$ cat src/hw/rtl/rlc_div.sv
// pipelined restoring divider, one quotient bit per stage, several lanes in lockstep
`default_nettype none
module rlc_div #(
    parameter int N = 49,
    parameter int Q = 32,
    parameter int D = 18,
    parameter int L = 1,
    parameter int S = 1
) (
    input  wire logic                    i_clk,
    input  wire logic                    i_rst_n,
    input  wire logic                    i_en,
    input  wire logic                    i_valid,
    input  wire logic [L-1:0][N-1:0]     i_num,
    input  wire logic [L-1:0][D-1:0]     i_div,
    input  wire logic [S-1:0]            i_side,
    output logic                         o_valid,
    output logic [L-1:0][Q-1:0]          o_quo,
    output logic [S-1:0]                 o_side
);

    logic                r_valid [0:Q-1];
    logic [L-1:0][D-1:0] r_rem   [0:Q-1];
    logic [L-1:0][N-1:0] r_num   [0:Q-1];
    logic [L-1:0][D-1:0] r_div   [0:Q-1];
    logic [L-1:0][Q-1:0] r_quo   [0:Q-1];
    logic [S-1:0]        r_side  [0:Q-1];

    for (genvar k = 0; k < Q; k++) begin : g_stage
        logic                p_valid;
        logic [L-1:0][D-1:0] p_rem;
        logic [L-1:0][N-1:0] p_num;
        logic [L-1:0][D-1:0] p_div;
        logic [L-1:0][Q-1:0] p_quo;
        logic [S-1:0]        p_side;
        logic [L-1:0][D-1:0] n_rem;
        logic [L-1:0][Q-1:0] n_quo;

        if (k == 0) begin : g_first
            assign p_valid = i_valid;
            assign p_num   = i_num;
            assign p_div   = i_div;
            assign p_side  = i_side;
            assign p_quo   = '0;
            for (genvar l = 0; l < L; l++) begin : g_init
                assign p_rem[l] = D'(i_num[l] >> Q);
            end
        end else begin : g_next
            assign p_valid = r_valid[k-1];
            assign p_rem   = r_rem[k-1];
            assign p_num   = r_num[k-1];
            assign p_div   = r_div[k-1];
            assign p_quo   = r_quo[k-1];
            assign p_side  = r_side[k-1];
        end

        for (genvar l = 0; l < L; l++) begin : g_lane
            logic [D:0]   t;
            logic [D-1:0] l_rem;
            logic [Q-1:0] l_quo;
            always_comb begin
                t     = {p_rem[l], p_num[l][Q-1-k]};
                l_quo = p_quo[l];
                if (t >= {1'b0, p_div[l]}) begin
                    l_rem        = D'(t - {1'b0, p_div[l]});
                    l_quo[Q-1-k] = 1'b1;
                end else begin
                    l_rem        = t[D-1:0];
                end
            end
            assign n_rem[l] = l_rem;
            assign n_quo[l] = l_quo;
        end

        always_ff @(posedge i_clk) begin
            if (!i_rst_n) begin
                r_valid[k] <= 1'b0;
            end else if (i_en) begin
                r_valid[k] <= p_valid;
            end
        end

        always_ff @(posedge i_clk) begin
            if (i_en) begin
                r_rem[k]  <= n_rem;
                r_num[k]  <= p_num;
                r_div[k]  <= p_div;
                r_quo[k]  <= n_quo;
                r_side[k] <= p_side;
            end
        end
    end

    assign o_valid = r_valid[Q-1];
    assign o_quo   = r_quo[Q-1];
    assign o_side  = r_side[Q-1];

endmodule
`default_nettype wire

$ cat config.mk
export PLATFORM = sky130hd
export DESIGN_NAME = rlc_div
export DESIGN_NICKNAME = d
export VERILOG_FILES = /design/src/hw/rtl/rlc_div.sv
export SDC_FILE = /design/constraint.sdc
export NUM_CORES = 2
export LEC_CHECK = 0
export BUFFER_PORTS_ARGS = -buffer_cell sky130_fd_sc_hd__buf_4
export CORE_UTILIZATION = 56
export DETAILED_ROUTE_END_ITERATION = 8
export GPL_TIMING_DRIVEN = 0
export PLACE_DENSITY = 0.81
export SYNTH_ARGS = -nofsm -noshare
export SYNTH_HDL_FRONTEND = slang
export SYNTH_SLANG_ARGS = --single-unit
$ cat constraint.sdc
create_clock -name i_clk -period 8.85 [get_ports i_clk]
set_input_delay 1.77 -clock i_clk [delete_from_list [all_inputs] [get_ports i_clk]]
set_output_delay 1.77 -clock i_clk [all_outputs]
set_load 0.03 [all_outputs]
==> reports/metrics.csv <==
stage,metric,value,unit
run_status,status,finished clean,
clocking,clock_latency,860,ps
routing,drc,0,
timing,holdWs,396,ps
synth,ys_top_cells_by_area,"edfxtp_1 65%, ha_1 7.1%, mux2_2 3.7%",
routing,ant_nets,0,
synth,yosysMostFrequentCell,edfxtp_1,
final_layout,area_delta_synth_final,11.5,%
timing,worst_pin_slew,1370,ps
clocking,ctsHoldBuffers,0,
synth,yosys.area.top_type,edfxtp_1,
clocking,clock-sinks,2204,
timing,layout_setup_ws,3080,ps
critical_path,cp.required,9300,ps
hold_path,hold_path.class,reg2reg,
critical_path,path_cells,buf_16 > buf_16 > buf_16 > buf_16 > buf_16 > nand2b_1,
timing,setup_viol,0,
synth,synthCells,7332,
synth,synth_cell_type_count,85,
pwr,leakage,44.2,nW
synth,ys_seq_elements,2204,
timing,slew_headroom,0.0896,
clocking,cts_buffers,220,
critical_path,crit_arrival,6220,ps
global_routing,grt_pass1_vias,57817,
synth,syn_avg_cell_area,13.8,um^2
placed_design,portBuffers,105,
final_layout,finish.utilization,0.632,
floorplanning,die_w,428,um
critical_path,path_class,in2reg,
critical_path,worstPathMaxFanout,196,
synth,synth.net_count,8011,
final_layout,drive_above_1_share,0.110,
routing,routed_wl,192000,um
critical_path,cp_slowest_stage_delay,1130,ps
pwr,peakVddDrop,0.000246,V
critical_path,slowest_stage,nand2b_1,
floorplanning,initial_core_util,0.566,
synth,ys.flop_type,edfxtp_1,
routing,wire_per_inst,18.8,um
flow_run,drv_cap,0,
clocking,clk_pin_slew_worst_paths,60,ps
synth,syn_area,0.101,mm^2
placed_design,place.gp.congestion,0.931,
floorplanning,die_y,428,um
floorplanning,core,0.179,mm^2
timing,fin_crit,5770,ps
synth,synth_edf_count,2203,
timing,maxSlewViolCount,0,
timing,rsz0062_at_grt,no,
critical_path,path_buf_inv,5,
routing,viasPerCell,5.71,
floorplanning,die_area,0.183,mm^2
timing,fmax,0.173,GHz
global_routing,grt_first_pass_wirelength,306000,um
clocking,htreeDepth,4,
clocking,cts_max_path_buffers,3,
routing,route.vias.total,58387,
synth,yosysSeqAreaShare,0.652,
critical_path,cp_top_family,buffers and inverters,
final_layout,final_nets,8350,
floorplanning,pin_count,106,
synth,synth_common_cells,"2203 x edfxtp_1, 724 x inv_1, 576 x ha_1",
synth,yosysTopAreaCellShare,0.652,
critical_path,start_kind,primary input,
placed_design,pre_cts_ws,2070,ps
clocking,clockRootBuffer,clkbuf_16,
placed_design,hpwl,132000,um
critical_path,end_kind,flop,
floorplanning,num_rows,155,
clocking,ctsResizeCount,0,
routing,drtIter0Drc,4918,
timing,timing.setup.tns,0,ps
critical_path,rrSetupSlack,4750,ps
critical_path,crit_top_cell,buf_16,
timing,timing.final.hold_violations,0,
global_routing,grt.overflow.total,0,
clocking,cts_setup_buffers,0,
global_routing,grt_max_degree,211,
synth,synthArstFlopShare,0,
timing,period_share,0.652,
timing,fin_worst_skew,35.3,ps
synth,ys_warn_count,0,
routing,first_pass_iters,5,
global_routing,grt_usage,0.210,
pwr,cellPowerDensity,350,mW/mm^2
clocking,tritoncts,yes,
global_routing,antenna_found_initial,3,
path summary, 6_finish.rpt:
| path | to | cells past startpoint | from |
|---|---|---|---|
| worst max-delay path | r_valid[0][10]$_DFFE_PP_ | 6 | i_en |
| worst min register to register | r_num[0][162]$_DFFE_PP_ | 0 | r_num[0][113]$_DFFE_PP_ |
| worst max register to register | r_rem[0][18]$_DFFE_PP_ | 9 | r_rem[0][0]$_DFFE_PP_ |
| worst min-delay path | r_num[0][162]$_DFFE_PP_ | 0 | r_num[0][113]$_DFFE_PP_ |
layer usage:
metal	vias to the layer above	track usage	routed length, um
met5	-	0	27
met4	4	0.0724	5950
met3	392	0.0339	9160
met2	1558	0.359	95500
met1	28309	0.272	81800
li1	28124	-	-
cell type report:
type / instances / area, um^2
clock inverters: 168 / 1950
multi-input cells: 4294 / 32100
fillers: 12949 / 66000
plain buffers: 108 / 455
inverters: 726 / 2730
clock buffers: 246 / 5670
well taps: 2355 / 2950
flip-flops and latches: 2204 / 66200
repair buffers: 117 / 1140
diodes: 1 / 2.50
cells by family (layout without fill, tap and decap cells):
logic type / Yosys count / in the layout / share of synthesized area
AO/OA/AOI/OAI: 1640 / 1640 / 0.103
XOR/XNOR: 414 / 414 / 0.0357
adder cells (fa/ha/maj): 607 / 607 / 0.0771
buffers and inverters: 834 / 1365 / 0.0313
flip-flops: 2204 / 2204 / 0.652
multiplexers: 369 / 369 / 0.0409
other: 0 / 1 / 0
AND/OR/NAND/NOR: 1264 / 1264 / 0.0602
through the flow:
step / cell area (um^2) / cells / power, W
2_1_floorplan: 101000 / 7332 / 0.0261
3_3_place_gp: 105000 / 9792 / 0.0298
3_5_place_dp: 106000 / 9804 / 0.0299
4_1_cts: 113000 / 10218 / 0.0398
5_1_grt: 113000 / 10219 / 0.0420
6_report: 113000 / 10219 / 0.0397
power breakdown:
part | leakage (nW) | total (W) | internal (W) | switching [W]
logic | 18.9 | 0.0145 | 0.00648 | 0.00805
clock network | 3.70 | 0.00966 | 0.00566 | 0.00400
registers | 21.6 | 0.0155 | 0.0144 | 0.00109
worst reg2reg max path: stages, from the launching register on:
cell      delay (ps)
edfxtp_1         440
ha_1             350
nor2b_1          150
o31ai_1          370
a21oi_1          180
a31oi_1          460
o31ai_1          280
a31oi_1          830
clkbuf_1         550
o21ai_0          200
flip-flops by register name, indices dropped and copies added (netlist names):
signal	cells
r_div	558
r_num	496
r_quo	528
r_rem	558
r_side	32
r_valid	32
placed cells by master (no fill, tap or decap), types with 19 or more instances in the layout:
cell	count
nor2b_1	80
xnor2_1	253
ha_1	576
clkinv_1	49
nand2b_1	50
buf_4	108
clkbuf_16	223
a211o_1	22
nor3_1	61
nand3_1	120
and2_1	24
nand3b_1	23
buf_2	19
a2111oi_0	24
fa_1	31
mux2i_1	28
clkbuf_1	107
o31a_1	25
o21a_1	105
o211ai_1	19
nor4_1	20
nand2_1	363
o21ai_0	374
o22ai_1	22
a21oi_1	486
xor2_1	161
a211oi_1	55
bufinv_16	35
mux2_2	333
a21o_1	234
edfxtp_1	2203
a21boi_0	22
and3_1	96
nor2_1	312
clkinv_2	47
nand4_1	47
inv_1	724
o21bai_1	56
a31oi_1	60
Power figures use the tool's default switching activity.
